[config.mk]
export PLATFORM = sky130hd
export DESIGN_NAME = lzo1x_token_decoder_top
export DESIGN_NICKNAME = d
export VERILOG_FILES = /design/src/rtl/lzotd_pkg.sv /design/src/rtl/lzo1x_token_decoder_top.sv
export SDC_FILE = /design/constraint.sdc
export NUM_CORES = 1
export LEC_CHECK = 0
export ABC_AREA = 1
export ABC_CLOCK_PERIOD_IN_PS = 9900
export BUFFER_PORTS_ARGS = -buffer_cell sky130_fd_sc_hd__buf_2
export CAP_MARGIN = 25
export CORE_ASPECT_RATIO = 1.2
export CORE_MARGIN = 1.5
export CORE_UTILIZATION = 30
export DETAILED_ROUTE_END_ITERATION = 8
export GPL_TIMING_DRIVEN = 0
export HOLD_SLACK_MARGIN = 0.05
export PLACE_DENSITY = 0.48
export SLEW_MARGIN = 20
export SYNTH_ARGS = -nofsm -noshare
export SYNTH_HDL_FRONTEND = slang
export SYNTH_SLANG_ARGS = --single-unit
export TNS_END_PERCENT = 20
[constraint.sdc]
create_clock -name clk -period 9.9 [get_ports clk]
set_clock_uncertainty 0.2 [all_clocks]
set_input_delay 0 -clock clk [delete_from_list [all_inputs] [get_ports clk]]
set_output_delay 0 -clock clk [all_outputs]
set_load 0.01 [all_outputs]
[src/rtl/lzotd_pkg.sv]
// Package for the LZO1X token decoder: parse phases, result codes and the
// result record. It has no dependencies.
`timescale 1ns / 1ps
`default_nettype none

package lzotd_pkg;

	localparam int LENGTH_BITS = 24;
	localparam int SUM_BITS    = LENGTH_BITS + 1;

	// Result kinds.
	localparam logic [1:0] KIND_LIT   = 2'd0;
	localparam logic [1:0] KIND_MATCH = 2'd1;
	localparam logic [1:0] KIND_END   = 2'd2;
	localparam logic [1:0] KIND_ERR   = 2'd3;

	// Error codes.
	localparam logic [1:0] ERR_NONE    = 2'd0;
	localparam logic [1:0] ERR_LIT_RUN = 2'd1;
	localparam logic [1:0] ERR_LEN_OVF = 2'd2;
	localparam logic [1:0] ERR_BAD_END = 2'd3;

	localparam logic [7:0]  FIRST_BIAS   = 8'd17;
	localparam logic [15:0] M1_LONG_BASE = 16'h0801;
	localparam logic [15:0] M4_BASE      = 16'h4000;
	localparam logic [SUM_BITS-1:0] LIT_RUN_LIMIT = SUM_BITS'(16389);
	localparam logic [9:0] EXT_ZERO  = 10'd255;
	localparam logic [9:0] EXT_LIT   = 10'd15;
	localparam logic [9:0] EXT_M3    = 10'd31;
	localparam logic [9:0] EXT_M4    = 10'd7;

	typedef enum logic [12:0] {
		PH_FIRST    = 13'h0001,
		PH_TOKEN    = 13'h0002,
		PH_LITEXT   = 13'h0004,
		PH_LIT      = 13'h0008,
		PH_AFTERRUN = 13'h0010,
		PH_M1L_OFF  = 13'h0020,
		PH_MTOKEN   = 13'h0040,
		PH_M1S_OFF  = 13'h0080,
		PH_M2_OFF   = 13'h0100,
		PH_LENEXT   = 13'h0200,
		PH_OFFLO    = 13'h0400,
		PH_OFFHI    = 13'h0800,
		PH_TRAIL    = 13'h1000
	} phase_t;

	typedef struct packed {
		logic [1:0]             kind;
		logic [7:0]             literal_value;
		logic [15:0]            match_distance;
		logic [LENGTH_BITS-1:0] match_length;
		logic [1:0]             error_code;
	} res_t;

endpackage

`default_nettype wire

[src/rtl/lzo1x_token_decoder_top.sv]
// LZO1X token decoder top level: parses the compressed byte stream into
// literals, match commands, an end marker and errors. Depends on lzotd_pkg.
//
// Usage: compressed bytes enter on the data channel (data_valid, data_stall,
// data_byte, last_byte), one per transaction; last_byte marks the final byte
// of a stream. Results leave on the result channel (result_valid,
// result_stall and the five result fields), zero or one per input byte.
// A byte's result is registered in the result register, or in the skid
// register while a result waits; a new byte can be taken in every cycle unless
// data_stall is high. Parse state and result come from one short logic pass.
// A two-entry output buffer (result register plus skid register) lets the
// block take a byte while a result waits; data_stall rises only when both
// entries are full, and falls once the receiver takes a result.
// After an end marker or an error, bytes are swallowed without results up to
// and including the next byte marked last; any last byte returns the parser
// to its start-of-stream state. Reset clears the parser and empties the
// output buffer; history copying is done downstream.
`timescale 1ns / 1ps
`default_nettype none

module lzo1x_token_decoder_top (
	input  wire logic clk,
	input  wire logic arst_n,
	input  wire logic data_valid,
	output logic      data_stall,
	input  wire logic [7:0] data_byte,
	input  wire logic last_byte,
	output logic      result_valid,
	input  wire logic result_stall,
	output logic [1:0]  kind,
	output logic [7:0]  literal_value,
	output logic [15:0] match_distance,
	output logic [lzotd_pkg::LENGTH_BITS-1:0] match_length,
	output logic [1:0]  error_code
);

	localparam int LB = lzotd_pkg::LENGTH_BITS;
	localparam int SB = lzotd_pkg::SUM_BITS;

	lzotd_pkg::phase_t phase_q, phase_d;
	logic [LB-1:0] run_q, run_d;
	logic [7:0]    hold_q, hold_d;
	logic [7:0]    offl_q, offl_d;
	logic [1:0]    trail_q, trail_d;
	logic          done_q, done_d;

	lzotd_pkg::res_t out_q, skid_q, res_c;
	logic out_valid_q, skid_valid_q;
	logic res_fire;
	logic accept, take;

	// Shared helpers.
	logic [4:0]    mt_len;
	lzotd_pkg::phase_t mt_phase;
	logic [9:0]    ext_add;
	logic [SB-1:0] ext_sum;
	logic [LB-1:0] ext_sat;
	logic [SB-1:0] len_full;
	logic [15:0]   w_off;
	logic [15:0]   m4_base;
	logic [7:0]    first_t;

	assign accept     = data_valid && !data_stall;
	assign take       = out_valid_q && !result_stall;
	assign data_stall = skid_valid_q;

	always_comb begin
		mt_len = (data_byte >= 8'd32) ? data_byte[4:0] : {2'b00, data_byte[2:0]};
		if (data_byte >= 8'd64) begin
			mt_phase = lzotd_pkg::PH_M2_OFF;
		end else if (mt_len != 5'd0) begin
			mt_phase = lzotd_pkg::PH_OFFLO;
		end else begin
			mt_phase = lzotd_pkg::PH_LENEXT;
		end

		if (data_byte == 8'd0) begin
			ext_add = lzotd_pkg::EXT_ZERO;
		end else if (phase_q == lzotd_pkg::PH_LITEXT) begin
			ext_add = lzotd_pkg::EXT_LIT + {2'b00, data_byte};
		end else if (hold_q >= 8'd32) begin
			ext_add = lzotd_pkg::EXT_M3 + {2'b00, data_byte};
		end else begin
			ext_add = lzotd_pkg::EXT_M4 + {2'b00, data_byte};
		end
		ext_sum = {1'b0, run_q} + SB'(ext_add);
		// The extension sum saturates at the largest representable length.
		ext_sat = ext_sum[LB] ? {LB{1'b1}} : ext_sum[LB-1:0];

		len_full = {1'b0, run_q} + SB'(2);
		w_off    = {data_byte, offl_q};
		m4_base  = {1'b0, hold_q[3], w_off[15:2]};
		first_t  = data_byte - lzotd_pkg::FIRST_BIAS;
	end

	always_comb begin
		phase_d  = phase_q;
		run_d    = run_q;
		hold_d   = hold_q;
		offl_d   = offl_q;
		trail_d  = trail_q;
		done_d   = done_q;
		res_fire = 1'b0;
		res_c    = '0;

		if (done_q) begin
			if (last_byte) begin
				phase_d = lzotd_pkg::PH_FIRST;
				run_d   = '0;
				hold_d  = '0;
				offl_d  = '0;
				trail_d = '0;
				done_d  = 1'b0;
			end
		end else begin
			unique case (phase_q)
				lzotd_pkg::PH_FIRST, lzotd_pkg::PH_TOKEN: begin
					if (phase_q == lzotd_pkg::PH_FIRST && data_byte > lzotd_pkg::FIRST_BIAS) begin
						if (first_t < 8'd4) begin
							trail_d = first_t[1:0];
							phase_d = lzotd_pkg::PH_TRAIL;
						end else begin
							run_d   = LB'(first_t);
							phase_d = lzotd_pkg::PH_LIT;
						end
					end else if (data_byte >= 8'd16) begin
						hold_d  = data_byte;
						run_d   = LB'(mt_len);
						phase_d = mt_phase;
					end else if (data_byte == 8'd0) begin
						run_d   = '0;
						phase_d = lzotd_pkg::PH_LITEXT;
					end else begin
						run_d   = LB'(data_byte) + LB'(3);
						phase_d = lzotd_pkg::PH_LIT;
					end
				end
				lzotd_pkg::PH_LITEXT: begin
					if (data_byte == 8'd0) begin
						run_d = ext_sat;
					end else if ({1'b0, ext_sat} >= lzotd_pkg::LIT_RUN_LIMIT) begin
						res_fire         = 1'b1;
						res_c.kind       = lzotd_pkg::KIND_ERR;
						res_c.error_code = lzotd_pkg::ERR_LIT_RUN;
						done_d           = 1'b1;
					end else begin
						run_d   = ext_sat + LB'(3);
						phase_d = lzotd_pkg::PH_LIT;
					end
				end
				lzotd_pkg::PH_LIT: begin
					res_fire            = 1'b1;
					res_c.kind          = lzotd_pkg::KIND_LIT;
					res_c.literal_value = data_byte;
					if (run_q != '0) begin
						run_d = run_q - LB'(1);
					end
					if (run_q <= LB'(1)) begin
						phase_d = lzotd_pkg::PH_AFTERRUN;
					end
				end
				lzotd_pkg::PH_TRAIL: begin
					res_fire            = 1'b1;
					res_c.kind          = lzotd_pkg::KIND_LIT;
					res_c.literal_value = data_byte;
					if (trail_q != 2'd0) begin
						trail_d = trail_q - 2'd1;
					end
					if (trail_q <= 2'd1) begin
						phase_d = lzotd_pkg::PH_MTOKEN;
					end
				end
				lzotd_pkg::PH_AFTERRUN, lzotd_pkg::PH_MTOKEN: begin
					hold_d = data_byte;
					if (data_byte >= 8'd16) begin
						run_d   = LB'(mt_len);
						phase_d = mt_phase;
					end else if (phase_q == lzotd_pkg::PH_AFTERRUN) begin
						phase_d = lzotd_pkg::PH_M1L_OFF;
					end else begin
						phase_d = lzotd_pkg::PH_M1S_OFF;
					end
				end
				lzotd_pkg::PH_M1L_OFF: begin
					res_fire             = 1'b1;
					res_c.kind           = lzotd_pkg::KIND_MATCH;
					res_c.match_distance = lzotd_pkg::M1_LONG_BASE + {10'd0, hold_q[7:2]}
						+ {6'd0, data_byte, 2'b00};
					res_c.match_length   = LB'(3);
					trail_d = hold_q[1:0];
					phase_d = (hold_q[1:0] != 2'd0) ? lzotd_pkg::PH_TRAIL : lzotd_pkg::PH_TOKEN;
				end
				lzotd_pkg::PH_M1S_OFF: begin
					res_fire             = 1'b1;
					res_c.kind           = lzotd_pkg::KIND_MATCH;
					res_c.match_distance = 16'd1 + {10'd0, hold_q[7:2]}
						+ {6'd0, data_byte, 2'b00};
					res_c.match_length   = LB'(2);
					trail_d = hold_q[1:0];
					phase_d = (hold_q[1:0] != 2'd0) ? lzotd_pkg::PH_TRAIL : lzotd_pkg::PH_TOKEN;
				end
				lzotd_pkg::PH_M2_OFF: begin
					res_fire             = 1'b1;
					res_c.kind           = lzotd_pkg::KIND_MATCH;
					res_c.match_distance = 16'd1 + {13'd0, hold_q[4:2]}
						+ {5'd0, data_byte, 3'b000};
					res_c.match_length   = LB'(hold_q[7:5]) + LB'(1);
					trail_d = hold_q[1:0];
					phase_d = (hold_q[1:0] != 2'd0) ? lzotd_pkg::PH_TRAIL : lzotd_pkg::PH_TOKEN;
				end
				lzotd_pkg::PH_LENEXT: begin
					run_d = ext_sat;
					if (data_byte != 8'd0) begin
						phase_d = lzotd_pkg::PH_OFFLO;
					end
				end
				lzotd_pkg::PH_OFFLO: begin
					offl_d  = data_byte;
					phase_d = lzotd_pkg::PH_OFFHI;
				end
				lzotd_pkg::PH_OFFHI: begin
					res_fire = 1'b1;
					if (hold_q < 8'd32 && m4_base == 16'd0) begin
						// End-of-stream marker; its length is ignored.
						res_c.kind       = last_byte ? lzotd_pkg::KIND_END : lzotd_pkg::KIND_ERR;
						res_c.error_code = last_byte ? lzotd_pkg::ERR_NONE : lzotd_pkg::ERR_BAD_END;
						done_d           = 1'b1;
					end else if (len_full[LB]) begin
						res_c.kind       = lzotd_pkg::KIND_ERR;
						res_c.error_code = lzotd_pkg::ERR_LEN_OVF;
						done_d           = 1'b1;
					end else begin
						res_c.kind           = lzotd_pkg::KIND_MATCH;
						res_c.match_distance = (hold_q >= 8'd32) ? 16'd1 + {2'b00, w_off[15:2]}
							: m4_base + lzotd_pkg::M4_BASE;
						res_c.match_length   = len_full[LB-1:0];
						trail_d = offl_q[1:0];
						phase_d = (offl_q[1:0] != 2'd0) ? lzotd_pkg::PH_TRAIL
							: lzotd_pkg::PH_TOKEN;
					end
				end
				default: begin
					phase_d = lzotd_pkg::PH_TOKEN;
				end
			endcase

			if (last_byte) begin
				// A last byte must close the stream; anything else is a bad end.
				if (!(res_fire && (res_c.kind == lzotd_pkg::KIND_END
						|| res_c.kind == lzotd_pkg::KIND_ERR))) begin
					res_fire         = 1'b1;
					res_c            = '0;
					res_c.kind       = lzotd_pkg::KIND_ERR;
					res_c.error_code = lzotd_pkg::ERR_BAD_END;
				end
				phase_d = lzotd_pkg::PH_FIRST;
				run_d   = '0;
				hold_d  = '0;
				offl_d  = '0;
				trail_d = '0;
				done_d  = 1'b0;
			end
		end
	end

	always_ff @(posedge clk or negedge arst_n) begin
		if (!arst_n) begin
			phase_q <= lzotd_pkg::PH_FIRST;
			run_q   <= '0;
			hold_q  <= '0;
			offl_q  <= '0;
			trail_q <= '0;
			done_q  <= 1'b0;
		end else if (accept) begin
			phase_q <= phase_d;
			run_q   <= run_d;
			hold_q  <= hold_d;
			offl_q  <= offl_d;
			trail_q <= trail_d;
			done_q  <= done_d;
		end
	end

	// Output buffer: the result register, backed by a skid register.
	always_ff @(posedge clk or negedge arst_n) begin
		if (!arst_n) begin
			out_valid_q  <= 1'b0;
			skid_valid_q <= 1'b0;
		end else begin
			if (take) begin
				if (skid_valid_q) begin
					skid_valid_q <= 1'b0;
				end else begin
					out_valid_q <= accept && res_fire;
				end
			end else if (!out_valid_q) begin
				out_valid_q <= accept && res_fire;
			end else if (accept && res_fire) begin
				skid_valid_q <= 1'b1;
			end
		end
	end

	always_ff @(posedge clk) begin
		if (take && skid_valid_q) begin
			out_q <= skid_q;
		end else if ((take || !out_valid_q) && accept && res_fire) begin
			out_q <= res_c;
		end
		if (!take && out_valid_q && accept && res_fire) begin
			skid_q <= res_c;
		end
	end

	assign result_valid   = out_valid_q;
	assign kind           = out_q.kind;
	assign literal_value  = out_q.literal_value;
	assign match_distance = out_q.match_distance;
	assign match_length   = out_q.match_length;
	assign error_code     = out_q.error_code;

endmodule

`default_nettype wire

# Word level (Yosys, flattened, before mapping)
# Cells that the tools add are included.
# classes
add_sub_neg	19
order_cmp	10
muxes	98
reduce_logical	44
eq_ne	33
# ops
cell	n
2-to-1 mux 52 bit	5
2-to-1 mux 24 bit	10
2-to-1 mux 13 bit	17
one-hot mux 40 bit (4 select lines)	1
one-hot mux 24 bit (5 select lines)	1
one-hot mux 13 bit (9 select lines)	1
2-to-1 mux 40 bit	2
2-to-1 mux 8 bit	10
2-to-1 mux 9 bit	5
inequality test 3 bit, second input constant	14
2-to-1 mux 2 bit	16
adder 24 x 10 -> 25 bit	1
adder 24 x 2 -> 25 bit, second input constant	1
adder 24 x 2 -> 24 bit, second input constant	1
greater-or-equal comparator 24 x 15 -> 1 bit, second input constant	1
less-or-equal comparator 24 x 1 -> 1 bit, second input constant	1
nonzero test 24 bit	1
subtractor 24 x 1 -> 24 bit, second input constant	1
2-to-1 mux 1 bit	20
adder 15 x 15 -> 16 bit, second input constant	1
greater-or-equal comparator 8 x 6 -> 1 bit, second input constant	2
zero test 16 bit	1
2-to-1 mux 16 bit	1
one-hot mux 8 bit (2 select lines)	1
other kinds (61)	89
# totals
input_bits	13
register_bits	162
output_inout_bits	54
word_cells	222

# Logic depth before layout (Yosys ltp)
# Gate-level depths: netlist of run 1.
# logic_depth
ltp_word	21
mapped_depth	37
mapped_depth_nobuf	36

# Worst setup path before layout of run 1
# Ideal clock, no wire load.
# synth_timing
path_type	register to register
startpoint	reg phase_q[9]
endpoint	reg out_q, in the netlist error_code[0], enable pin
path_buffers	1
slack_ns	1.125
arrival_ns	8.041
period_less_slack_ns	8.775
setup_time_ns	0.534
path_stages_with_launch	34
required_ns	9.166
cell_sequence	dfrtp_1 > nor2_1 > nand3_1 > nor2_2 > nand2_1 > inv_1 > nand2_1 > nand2_1 > ha_1 > a21oi_1 > nor2_1 > o21ai_0 > o21ai_0 > a21o_1 > ha_1 > nand2_1 > inv_2 > a21oi_2 > nand2_2 > a21oi_4 > buf_6 > inv_1 > nor2_1 > ha_1 > o21ai_1 > inv_1 > nor2_1 > nand3_1 > nand2_1 > nand2_2 > nand3_4 > nand3_1 > nand2_1 > o21ai_0
# synth_via
elab_chain_len	18
word_cells_on_any_way	31
cone_classes	add/sub (1); order compare (1); eq/ne (9); mux (14); reduce/logical (6)
# synth_rtl
element	line	rtl
start: declaration	lzo1x_token_decoder_top.sv:40	lzotd_pkg::phase_t phase_q, phase_d;
start signal: assignment	lzo1x_token_decoder_top.sv:268	phase_q <= lzotd_pkg::PH_FIRST;
start signal: assignment	lzo1x_token_decoder_top.sv:275	phase_q <= phase_d;
equality test 13 x 3 -> 1 bit	lzo1x_token_decoder_top.sv:79, lzo1x_token_decoder_top.sv:116	
2-to-1 mux 9 bit	lzo1x_token_decoder_top.sv:79	end else if (phase_q == lzotd_pkg::PH_LITEXT) begin
2-to-1 mux 9 bit	lzo1x_token_decoder_top.sv:77	if (data_byte == 8'd0) begin
adder 24 x 10 -> 25 bit	lzo1x_token_decoder_top.sv:86	ext_sum = {1'b0, run_q} + SB'(ext_add);
2-to-1 mux 24 bit	lzo1x_token_decoder_top.sv:88	ext_sat = ext_sum[LB] ? {LB{1'b1}} : ext_sum[LB-1:0];
greater-or-equal comparator 24 x 15 -> 1 bit	lzo1x_token_decoder_top.sv:141	end else if ({1'b0, ext_sat} >= lzotd_pkg::LIT_RUN_LIMIT) begin
2-to-1 mux 2 bit	lzo1x_token_decoder_top.sv:141	
2-to-1 mux 2 bit	lzo1x_token_decoder_top.sv:139	if (data_byte == 8'd0) begin
(+2 left out)	n/a	
equality test 2 bit (on tied branches)	lzo1x_token_decoder_top.sv:249, lzo1x_token_decoder_top.sv:250	
logical OR 1 bit	lzo1x_token_decoder_top.sv:250	|| res_c.kind == lzotd_pkg::KIND_ERR))) begin
logical AND 1 bit	lzo1x_token_decoder_top.sv:249	if (!(res_fire && (res_c.kind == lzotd_pkg::KIND_END
2-to-1 mux 1 bit	lzo1x_token_decoder_top.sv:249	
2-to-1 mux 1 bit (*)	lzo1x_token_decoder_top.sv:247	if (last_byte) begin
2-to-1 mux 1 bit (*)	lzo1x_token_decoder_top.sv:106	if (done_q) begin
logical AND 1 bit (*)	lzo1x_token_decoder_top.sv:307	end else if ((take || !out_valid_q) && accept && res_fire) begin
nonzero test 2 bit (no source line) (*)	n/a	
end signal: assignment	lzo1x_token_decoder_top.sv:306	out_q <= skid_q;
end signal: assignment	lzo1x_token_decoder_top.sv:308	out_q <= res_c;
end: declaration	lzo1x_token_decoder_top.sv:47	lzotd_pkg::res_t out_q, skid_q, res_c;
# Mark *: on every way between the ends. The rest lies on a longest branch, timed or not. The select of a mux whose other input is x is not followed.
# A chain may end at the register's enable or synchronous reset.

# Worst setup path in the final report of run 1
# layout_timing
startpoint	reg phase_q[9]
endpoint	reg skid_valid_q, in the netlist data_stall
# layout_via
elab_chain_len	19
word_cells_on_any_way	32
cone_classes	add/sub (1); order compare (1); eq/ne (9); mux (14); reduce/logical (7)
# layout_rtl
element	line	rtl
equality test 13 x 3 -> 1 bit	lzo1x_token_decoder_top.sv:79, lzo1x_token_decoder_top.sv:116	
2-to-1 mux 9 bit	lzo1x_token_decoder_top.sv:79	
2-to-1 mux 9 bit	lzo1x_token_decoder_top.sv:77	
adder 24 x 10 -> 25 bit	lzo1x_token_decoder_top.sv:86	
2-to-1 mux 24 bit	lzo1x_token_decoder_top.sv:88	
greater-or-equal comparator 24 x 15 -> 1 bit	lzo1x_token_decoder_top.sv:141	
2-to-1 mux 2 bit	lzo1x_token_decoder_top.sv:141	
2-to-1 mux 2 bit	lzo1x_token_decoder_top.sv:139	
(+3 left out)	n/a	
logical OR 1 bit	lzo1x_token_decoder_top.sv:250	
logical AND 1 bit	lzo1x_token_decoder_top.sv:249	
2-to-1 mux 1 bit	lzo1x_token_decoder_top.sv:249	
2-to-1 mux 1 bit (*)	lzo1x_token_decoder_top.sv:247	
2-to-1 mux 1 bit (*)	lzo1x_token_decoder_top.sv:106	
logical AND 1 bit (*)	lzo1x_token_decoder_top.sv:298	end else if (accept && res_fire) begin
nonzero test 2 bit (no source line) (*)	n/a	
AND reduction 2 bit (no source line) (*)	n/a	
end signal: assignment	lzo1x_token_decoder_top.sv:288	skid_valid_q <= 1'b0;
end signal: assignment	lzo1x_token_decoder_top.sv:292	skid_valid_q <= 1'b0;
end signal: assignment	lzo1x_token_decoder_top.sv:299	skid_valid_q <= 1'b1;
end: declaration	lzo1x_token_decoder_top.sv:48	logic out_valid_q, skid_valid_q;
# Marked as above.

==> results of run 1 <==
==> sequential cells by signal, summed over array words and instances, names as in the netlist <==
signal and flops:
kind 2, data_stall 1, trail_q 2, run_q 24, done_q 1, result_valid 1, hold_q 8, match_distance 16
literal_value 8, skid_q 52, phase_q 13, match_length 24, offl_q 8, error_code 2
==> power by group <==
group	switching, uW	leakage (uW)	internal [uW]
sequential	101	0.00176	838
clock	311	0.000271	359
combinational	1380	0.00436	532
total	1790	0.00639	1730
==> layout make-up <==
class,count,area (um^2)
clock buffer,20,447
clock inverter,12,125
buffer,82,387
fill,4810,28600
inverter,245,920
multi-input combinational,1453,7400
timing repair buffer,79,541
tap,559,699
sequential,162,4580
==> how the worst min path moves through the flow <==
| stage | startpoint | end | slack, ns | cells past startpoint |
|---|---|---|---|---|
| 3_5_place_dp | arst_n | run_q[20] | -0.34 | 1 |
| 5_1_grt | data_byte[1] | hold_q[1] | 0.11 | 4 |
| 3_3_place_gp | result_stall | data_stall | 0.09 | 3 |
| 2_1_floorplan | arst_n | data_stall | -0.50 | 0 |
| 4_1_cts | last_byte | phase_q[0] | 0.05 | 6 |
| 6_report | last_byte | phase_q[0] | 0.05 | 6 |
==> repair_timing <==
item,in CTS,in global routing
hold buffers,9,0
buffers inserted,0,0
hold endpoints to repair,81,0
==> metal layers <==
metal / part of all wire (%) / vias up / track usage (%) / routed length (um)
met2: 48 / 466 / 42.2 / 26300
met3: 4.2 / 82 / 2.32 / 2320
li1: - / 6736 / - / -
met1: 45 / 6608 / 31.7 / 24600
met4: 3.3 / 0 / 9.62 / 1830
met5: 0 / - / 0 / 0
==> kinds of logic (layout without fill, tap and decap cells) <==
kind of cell	count (synthesis)	count (layout)	synth area share (%)
AO/OA/AOI/OAI	287	287	12.6
XOR/XNOR	42	42	2.78
AND/OR/NAND/NOR	1091	1091	37.0
adder cells (fa/ha/maj)	33	33	3.17
flip-flops	162	162	34.5
buffers and inverters	327	438	9.86
==> through the flow <==
step | cells | power [uW] | TNS, ns | instance area, um^2 | utilization (%)
2_1_floorplan | 1942 | 2190 | 0 | 13300 | -
4_1_cts | 2612 | 3520 | 0 | 15100 | 34.5
5_1_grt | 2612 | 3790 | 0 | 15100 | 34.5
6_report | 2612 | 3520 | 0 | 15100 | 34.5
3_5_place_dp | 2571 | 2830 | 0 | 14400 | 33.0
3_3_place_gp | 2566 | 2810 | -102.99 | 14300 | 32.7
==> cell usage after synthesis, drive strengths merged (3+ instances only) <==
cell | n | share of area (%)
o311ai | 5 | 0.33
inv | 242 | 6.9
nor4 | 8 | 0.38
a221oi | 3 | 0.20
nand2 | 497 | 14
edfxtp | 104 | 24
a31oi | 8 | 0.38
o31ai | 3 | 0.17
nand3b | 3 | 0.17
o21bai | 4 | 0.23
clkbuf | 43 | 1.2
nand4 | 70 | 3.4
ha | 32 | 3.0
xor2 | 41 | 2.7
buf | 39 | 1.7
a21oi | 60 | 2.5
nand3 | 215 | 8.8
o21ai | 155 | 5.9
nor3 | 76 | 3.1
o221ai | 5 | 0.33
dfrtp | 57 | 11
clkinv | 3 | 0.085
o22ai | 5 | 0.24
nor2 | 218 | 6.7
or2 | 4 | 0.19
o211ai | 25 | 1.5
==> worst reg2reg max path, delay by kind of cell (launching register included) <==
kind / cells / cell delay [ns]
compound gates: 8 / 1.64
fa+ha+maj: 3 / 0.84
buf+inv: 7 / 1.18
flops: 1 / 0.41
simple gates: 17 / 2.62
==> impl_metrics.json, run 1 <==
{
  "status": "complete, no violations",
  "path_depth": 35,
  "crit_family": "simple AND/OR/NAND/NOR gates",
  "path_max_fanout": 10,
  "powerDensity_nw_per_um2": 233,
  "path_class": "reg2reg",
  "synth_ff_type": "edfxtp_1",
  "post_drt_wl_per_cell_um": 21.1,
  "reg2reg_to": "data_stall",
  "first_pass_iters": 5,
  "routed-via-count": 13900,
  "setup_viol_count_final": 0,
  "rows": 84,
  "grt_setup_unrepaired": "false",
  "cts_made_buffers": 17,
  "grt_max_degree": 48,
  "die_width_um": 195,
  "synth_area_per_cell_um2": 6.82,
  "ctsResizeCount": 0,
  "ant_nets": 0,
  "worst_slew_pin_slew_ns": 0.964,
  "timing.rr.start": "phase_q[9]",
  "layout_commonest_cell": "nand2_1",
  "io_pins": 67,
  "maxCapViolCount": 0,
  "cp_data_required_time_ns": 10.03,
  "critPathLaunchType": "flip-flop",
  "ff2ff_path_depth": 35,
  "path_clk_slew_ns": 0.08,
  "die_area_um2": 45400,
  "hold_viol": 0,
  "num_antenna_cells": 0,
  "fin_crit_ns": 7.01,
  "endpoint_kind": "flip-flop",
  "cts_tree": "yes",
  "drtIter0Drc": 1167,
  "ys.warnings.count": 0,
  "crit_arrival_ns": 7.14,
  "cpPeakStageDelay_ns": 0.58,
  "netlist-cell-type-count": 56,
  "nets": 2086,
  "crit_buf_inv": 7,
  "antenna_found_initial": 0,
  "area_growth_pct": 13.9,
  "layout_common_cells": "486 x nand2_1, 237 x inv_1, 202 x nor2_1",
  "grt_pass1_wl_um": 83700,
  "insertion_delay_ns": 0.46,
  "hold_class": "in2reg",
  "synthesis.nets": 1988,
  "grtUsageTotal_pct": 24.5,
  "place_hpwl_um": 44600,
  "synth_cells": 1942,
  "leakage_uw": 0.00639,
  "crit_path_end": "data_stall",
  "hold_slack_ns": 0.0454,
  "crit_path_frequent_cell": "nand2_1",
  "place_congestion": 1.01,
  "async_flop_share_pct": 35.8,
  "pre_cts_ws_ns": 2.78,
  "relSlewSlack_pct": 35.4,
  "max-vdd-ir-drop_mv": 0.116,
  "start_util_pct": 30.3,
  "routed_wl_um": 55100,
  "grt_overflow": 0,
  "htreeDepth": 4,
  "grt_pass1_vias": 13500,
  "route.detailed.drc": 0,
  "ys_ff_latch": 162,
  "setup_slack_ns": 2.89,
  "drive_gt1_share_pct": 9.74,
  "slew_viol_final": 0,
  "synth-seq-area-share_pct": 34.5,
  "clock-sinks": 162,
  "finalCritPeriodShare_pct": 70.8,
  "cts_buffer_depth": 2,
  "via_per_inst": 5.32,
  "synth_edf_count": 104,
  "fmax_mhz": 143,
  "synth_area_um2": 13300,
  "slowest_stage": "dlygate4sd3_1",
  "port_buffers": 65,
  "root_buffer": "clkbuf_16",
  "r2r_setup_slack_ns": 2.89,
  "design.core.area_um2": 43700,
  "startpoint": "phase_q[9]",
  "die_y_um": 233
}
(Power assumes the default switching activity.)
==> run 2, diff against run 1 <==
--- a/config.mk
+++ b/config.mk
@@ -6,7 +6,7 @@
 export NUM_CORES = 1
 export LEC_CHECK = 0
 export ABC_AREA = 1
-export ABC_CLOCK_PERIOD_IN_PS = 9900
+export ABC_CLOCK_PERIOD_IN_PS = 6200
 export BUFFER_PORTS_ARGS = -buffer_cell sky130_fd_sc_hd__buf_2
 export CAP_MARGIN = 25
 export CORE_ASPECT_RATIO = 1.2
@@ -15,7 +15,7 @@
 export DETAILED_ROUTE_END_ITERATION = 8
 export GPL_TIMING_DRIVEN = 0
 export HOLD_SLACK_MARGIN = 0.05
-export PLACE_DENSITY = 0.48
+export PLACE_DENSITY = 0.49
 export SLEW_MARGIN = 20
 export SYNTH_ARGS = -nofsm -noshare
 export SYNTH_HDL_FRONTEND = slang
==> constraint.sdc (replaced) <==
create_clock -name clk -period 6.2 [get_ports clk]
set_clock_uncertainty 0.2 [all_clocks]
set_input_delay 0 -clock clk [delete_from_list [all_inputs] [get_ports clk]]
set_output_delay 0 -clock clk [all_outputs]
set_load 0.01 [all_outputs]
==> impl_metrics.json, run 2 (synthesis gave the netlist of run 1 again) <==
{
  "path_class": "reg2reg",
  "relSlewSlack_pct": 39.4,
  "utilization_pct": 35.1,
  "layout_common_cells": "482 x nand2_1, 235 x inv_1, 197 x nand3_1",
  "slowest_stage": "dfrtp_2",
  "ant_nets": 0,
  "cts_tree": "yes",
  "die_area_um2": 45400,
  "rows": 84,
  "critPathLaunchType": "flip-flop",
  "timing.rr.start": "phase_q[9]",
  "start_util_pct": 30.3,
  "drtIter0Drc": 1176,
  "path_clk_slew_ns": 0.07,
  "area_growth_pct": 15.8,
  "routed-via-count": 14000,
  "path_depth": 36,
  "largest_reg_flops": 52,
  "setup_viol_count_final": 0,
  "root_buffer": "clkbuf_16",
  "die_width_um": 195,
  "post_drt_wl_per_cell_um": 20.8,
  "hold_viol": 0,
  "die_y_um": 233,
  "crit_family": "simple AND/OR/NAND/NOR gates",
  "io_pins": 67,
  "grt_overflow": 0,
  "cp_data_required_time_ns": 6.18,
  "crit_path_frequent_cell": "nand2_1",
  "finalNonFillerCells": 2629,
  "place_congestion": 1.00,
  "grt_pass1_vias": 13400,
  "n_fill_cell": 4757,
  "startpoint": "phase_q[9]",
  "fmax_mhz": 172,
  "setup_slack_ns": 0.372,
  "cts_buffer_depth": 2,
  "drive_gt1_share_pct": 11.6,
  "grt_max_degree": 47,
  "pre_cts_ws_ns": -1.14,
  "insertion_delay_ns": 0.45,
  "num_antenna_cells": 0,
  "place_area_um2": 14400,
  "layout_commonest_cell": "nand2_1",
  "crit_path_end": "match_length[2]",
  "cpPeakStageDelay_ns": 0.44,
  "grtUsageTotal_pct": 24.0,
  "top_register": "skid_q",
  "design.core.area_um2": 43700,
  "multi_input_area_um2": 7480,
  "routed_wl_um": 54800,
  "hold_class": "in2reg",
  "crit_arrival_ns": 5.80,
  "grt_pass1_wl_um": 82300,
  "design_area_um2": 15300,
  "clock-sinks": 162,
  "finalCritPeriodShare_pct": 94.0,
  "path_max_fanout": 10,
  "grt_setup_unrepaired": "false",
  "cts_made_buffers": 17,
  "worst_slew_pin_slew_ns": 0.904,
  "htreeDepth": 4,
  "status": "complete, no violations",
  "dp_cells": 2571,
  "reg2reg_to": "match_length[2]",
  "place_hpwl_um": 44000,
  "ff2ff_path_depth": 36,
  "leakage_uw": 0.00651,
  "maxCapViolCount": 0,
  "via_per_inst": 5.31,
  "nets": 2103,
  "seqCellArea_um2": 4580,
  "powerDensity_nw_per_um2": 368,
  "antenna_found_initial": 0,
  "route.detailed.drc": 0,
  "slew_viol_final": 0,
  "r2r_setup_slack_ns": 0.37,
  "first_pass_iters": 5,
  "hold_slack_ns": 0.0762,
  "max-vdd-ir-drop_mv": 0.209,
  "port_buffers": 65,
  "fin_crit_ns": 5.83,
  "endpoint_kind": "flip-flop",
  "crit_buf_inv": 7
}
-- run 2: cell type report --
class | count | share of cell area (%)
Timing Repair Buffer | 98 | 4.67
Sequential cell | 162 | 29.8
Tap cell | 559 | 4.56
Buffer | 80 | 2.50
Multi-Input combinational cell | 1453 | 48.8
Clock inverter | 14 | 0.783
Clock buffer | 18 | 2.86
Inverter | 245 | 6.00
-- run 2: what timing repair did --
item	in CTS	in global routing
endpoints found under the setup margin	199	198
hold buffers	11	0
hold endpoints to repair	84	0
buffers inserted	4	12
gates resized for setup	8	24
cloned	0	1
pin swaps	4	6
-- run 2: layer usage --
metal | global-route usage [%] | routed length [um] | up-vias
met4 | 10.0 | 2120 | 0
met2 | 41.0 | 25900 | 480
met3 | 2.57 | 2730 | 100
met5 | 0 | 0 | -
met1 | 30.9 | 24000 | 6617
li1 | - | - | 6774
-- run 2: worst min-delay path by stage --
stage	start	endpoint	cells after the start
2_1_floorplan	arst_n	data_stall	0
3_3_place_gp	result_stall	data_stall	3
3_5_place_dp	arst_n	run_q[13]	1
4_1_cts	last_byte	phase_q[0]	6
5_1_grt	data_byte[5]	offl_q[5]	4
6_report	last_byte	phase_q[0]	6
-- run 2: tightest hold or removal path: cells and delay by family --
family | cells | cell delay, ns
simple gates | 2 | 0.22
compound gates | 2 | 0.24
buf+inv | 2 | 0.25
-- run 2: through the flow --
step | power, uW | setup TNS [ns]
after floorplan | 3480 | -9.67
after global placement | 4460 | -276.16
after detailed placement | 4510 | -162.74
after CTS | 5580 | 0
after global routing | 6060 | 0
final | 5650 | 0
-- run 2: power breakdown --
part,internal (uW),total (uW),switching [uW]
Sequential,1340,1500,160
Clock,536,1050,513
Combinational,879,3100,2220
Total,2750,5650,2890
==> run 3, diff against run 2 <==
--- a/config.mk
+++ b/config.mk
@@ -12,10 +12,12 @@
 export CORE_ASPECT_RATIO = 1.2
 export CORE_MARGIN = 1.5
 export CORE_UTILIZATION = 30
+export CTS_BUF_LIST = sky130_fd_sc_hd__clkbuf_16
 export DETAILED_ROUTE_END_ITERATION = 8
 export GPL_TIMING_DRIVEN = 0
 export HOLD_SLACK_MARGIN = 0.05
 export PLACE_DENSITY = 0.49
+export REMOVE_ABC_BUFFERS = 1
 export SLEW_MARGIN = 20
 export SYNTH_ARGS = -nofsm -noshare
 export SYNTH_HDL_FRONTEND = slang
==> impl_metrics.json, run 3 (synthesis gave the netlist of run 1 again) <==
{
  "pwr-share-seq_pct": 26.9,
  "leakage_uw": 0.00646,
  "finalCritPeriodShare_pct": 95.2,
  "finalNonFillerCells": 2573,
  "via_per_inst": 5.35,
  "cts_tree": "yes",
  "antenna_found_initial": 0,
  "maxCapViolCount": 0,
  "design_area_um2": 15300,
  "layout_commonest_cell": "nand2_1",
  "setup_tns_ns": 0,
  "layout_common_cells": "480 x nand2_1, 232 x inv_1, 199 x nand3_1",
  "start_util_pct": 30.3,
  "ant_nets": 0,
  "hp-start": "data_byte[5]",
  "grt_pass1_vias": 13000,
  "max-vdd-ir-drop_mv": 0.205,
  "switching_share_pct": 50.0,
  "area_growth_pct": 15.2,
  "largest_reg_flops": 52,
  "htreeDepth": 4,
  "status": "complete, no violations",
  "hold_viol": 0,
  "grtUsageTotal_pct": 22.7,
  "ff2ff_path_depth": 31,
  "hold_class": "in2reg",
  "first_pass_iters": 5,
  "use_met3_pct": 2.84,
  "cts_buffer_depth": 2,
  "top_register": "skid_q",
  "place_area_um2": 14100,
  "grt.busiest_layer": "met2",
  "pre_cts_ws_ns": -0.899,
  "nets": 2047,
  "cpPeakStageDelay_ns": 0.42,
  "combPwrFrac_pct": 53.1,
  "fmax_mhz": 169,
  "slowest_stage": "dfrtp_1",
  "clock-sinks": 162,
  "fin_crit_ns": 5.90,
  "grt_util_met2_pct": 38.6,
  "place_congestion": 0.956,
  "design.core.area_um2": 43700,
  "setup_slack_ns": 0.300,
  "root_buffer": "clkbuf_16",
  "dp_cells": 2495,
  "path_clk_slew_ns": 0.07,
  "die_area_um2": 45400,
  "path_class": "reg2reg",
  "hold_end": "skid_q[37]",
  "hold_depth": 5,
  "grt_overflow": 0,
  "p_int_uw": 2830,
  "port_buffers": 66,
  "num_antenna_cells": 0,
  "worst_slew_pin_slew_ns": 0.967,
  "grt_max_degree": 60,
  "io_pins": 67,
  "die_width_um": 195,
  "use_met1_pct": 29.9,
  "route.detailed.drc": 0,
  "cts_made_buffers": 17,
  "cp_data_required_time_ns": 6.21,
  "drtIter0Drc": 1234,
  "pwr-share-clk_pct": 20.0,
  "critPathLaunchType": "flip-flop",
  "rows": 84,
  "insertion_delay_ns": 0.48,
  "place_hpwl_um": 38200,
  "startpoint": "phase_q[9]",
  "powerDensity_nw_per_um2": 371,
  "slew_viol_final": 0,
  "endpoint_kind": "flip-flop",
  "drive_gt1_share_pct": 11.4,
  "routed-via-count": 13800,
  "crit_arrival_ns": 5.91,
  "reg2reg_to": "match_length[15]",
  "relSlewSlack_pct": 35.4,
  "path_max_fanout": 25,
  "post_drt_wl_per_cell_um": 20.4,
  "timing.rr.start": "phase_q[9]",
  "grt_pass1_wl_um": 78800,
  "r2r_setup_slack_ns": 0.30,
  "setup_viol_count_final": 0,
  "switchingPower_uw": 2830,
  "routed_wl_um": 52500,
  "die_y_um": 233
}
[run 3: changes by cell type in the layout (fill, tap and decap cells not counted), sizes merged]
| cell | before | now |
|---|---|---|
| buf | 125 | 103 |
| bufinv | 0 | 2 |
| clkbuf | 60 | 18 |
| clkinv | 7 | 6 |
| clkinvlp | 3 | 4 |
| dlygate4sd3 | 11 | 16 |
| inv | 249 | 248 |
| nand2 | 497 | 498 |
| nand4 | 70 | 71 |
[run 3: repair_timing]
action | CTS | global route
gates resized for setup | 8 | 19
setup buffers | 6 | 18
hold buffers | 16 | 0
hold endpoints to repair | 100 | 0
cloned | 0 | 4
pin swaps | 3 | 8
setup endpoints to repair | 198 | 194
[run 3: critical path: cells and delay by family (launching register included)]
family / cells / cell delay [ns]
buffers and inverters: 6 / 0.89
and+or+nand+nor: 16 / 2.31
adders and majority gates: 2 / 0.62
AOI/OAI and AO/OA: 7 / 1.16
DFF: 1 / 0.42
[run 3: cell type report]
class | instances | area (um^2)
Inverter | 245 | 932
Clock inverter | 15 | 170
Sequential cell | 162 | 4580
Timing Repair Buffer | 120 | 923
Tap cell | 559 | 699
Fill cell | 4698 | 28500
Multi-Input combinational cell | 1455 | 7530
Clock buffer | 17 | 425
[run 3: layer usage]
metal	wire, um	share of wire (%)	vias to the layer above
li1	-	-	6658
met2	24900	47	451
met3	2470	4.7	82
met1	23400	45	6573
met5	0	0	-
met4	1730	3.3	0
[run 3: metrics by stage]
step                      hold WS (ns)  total power (uW)  util, %
after floorplan                 -0.496              3440        -
after detailed placement        -0.286              4370     32.4
after global placement          0.0893              4320     31.8
after CTS                       0.0565              5530     34.3
after global routing            0.0880              6060     34.9
final                           0.0868              5660     34.9
[run 3: how the worst max path moves through the flow]
stage	to	slack (ns)
floorplan	error_code[0]	-2.68
finish	match_length[15]	0.30
global placement	match_length[0]	-5.47
detailed placement	skid_q[3]	-0.90
CTS	run_q[17]	0.04
global route	match_length[15]	-0.002
[run 3: power groups by stage]
stage	registers (uW)	clock network [uW]	logic [uW]
floorplan	1520	0	1920
global placement	1560	0	2760
detailed placement	1540	0	2820
CTS	1520	1150	2860
global route	1540	1190	3330
finish	1520	1130	3000
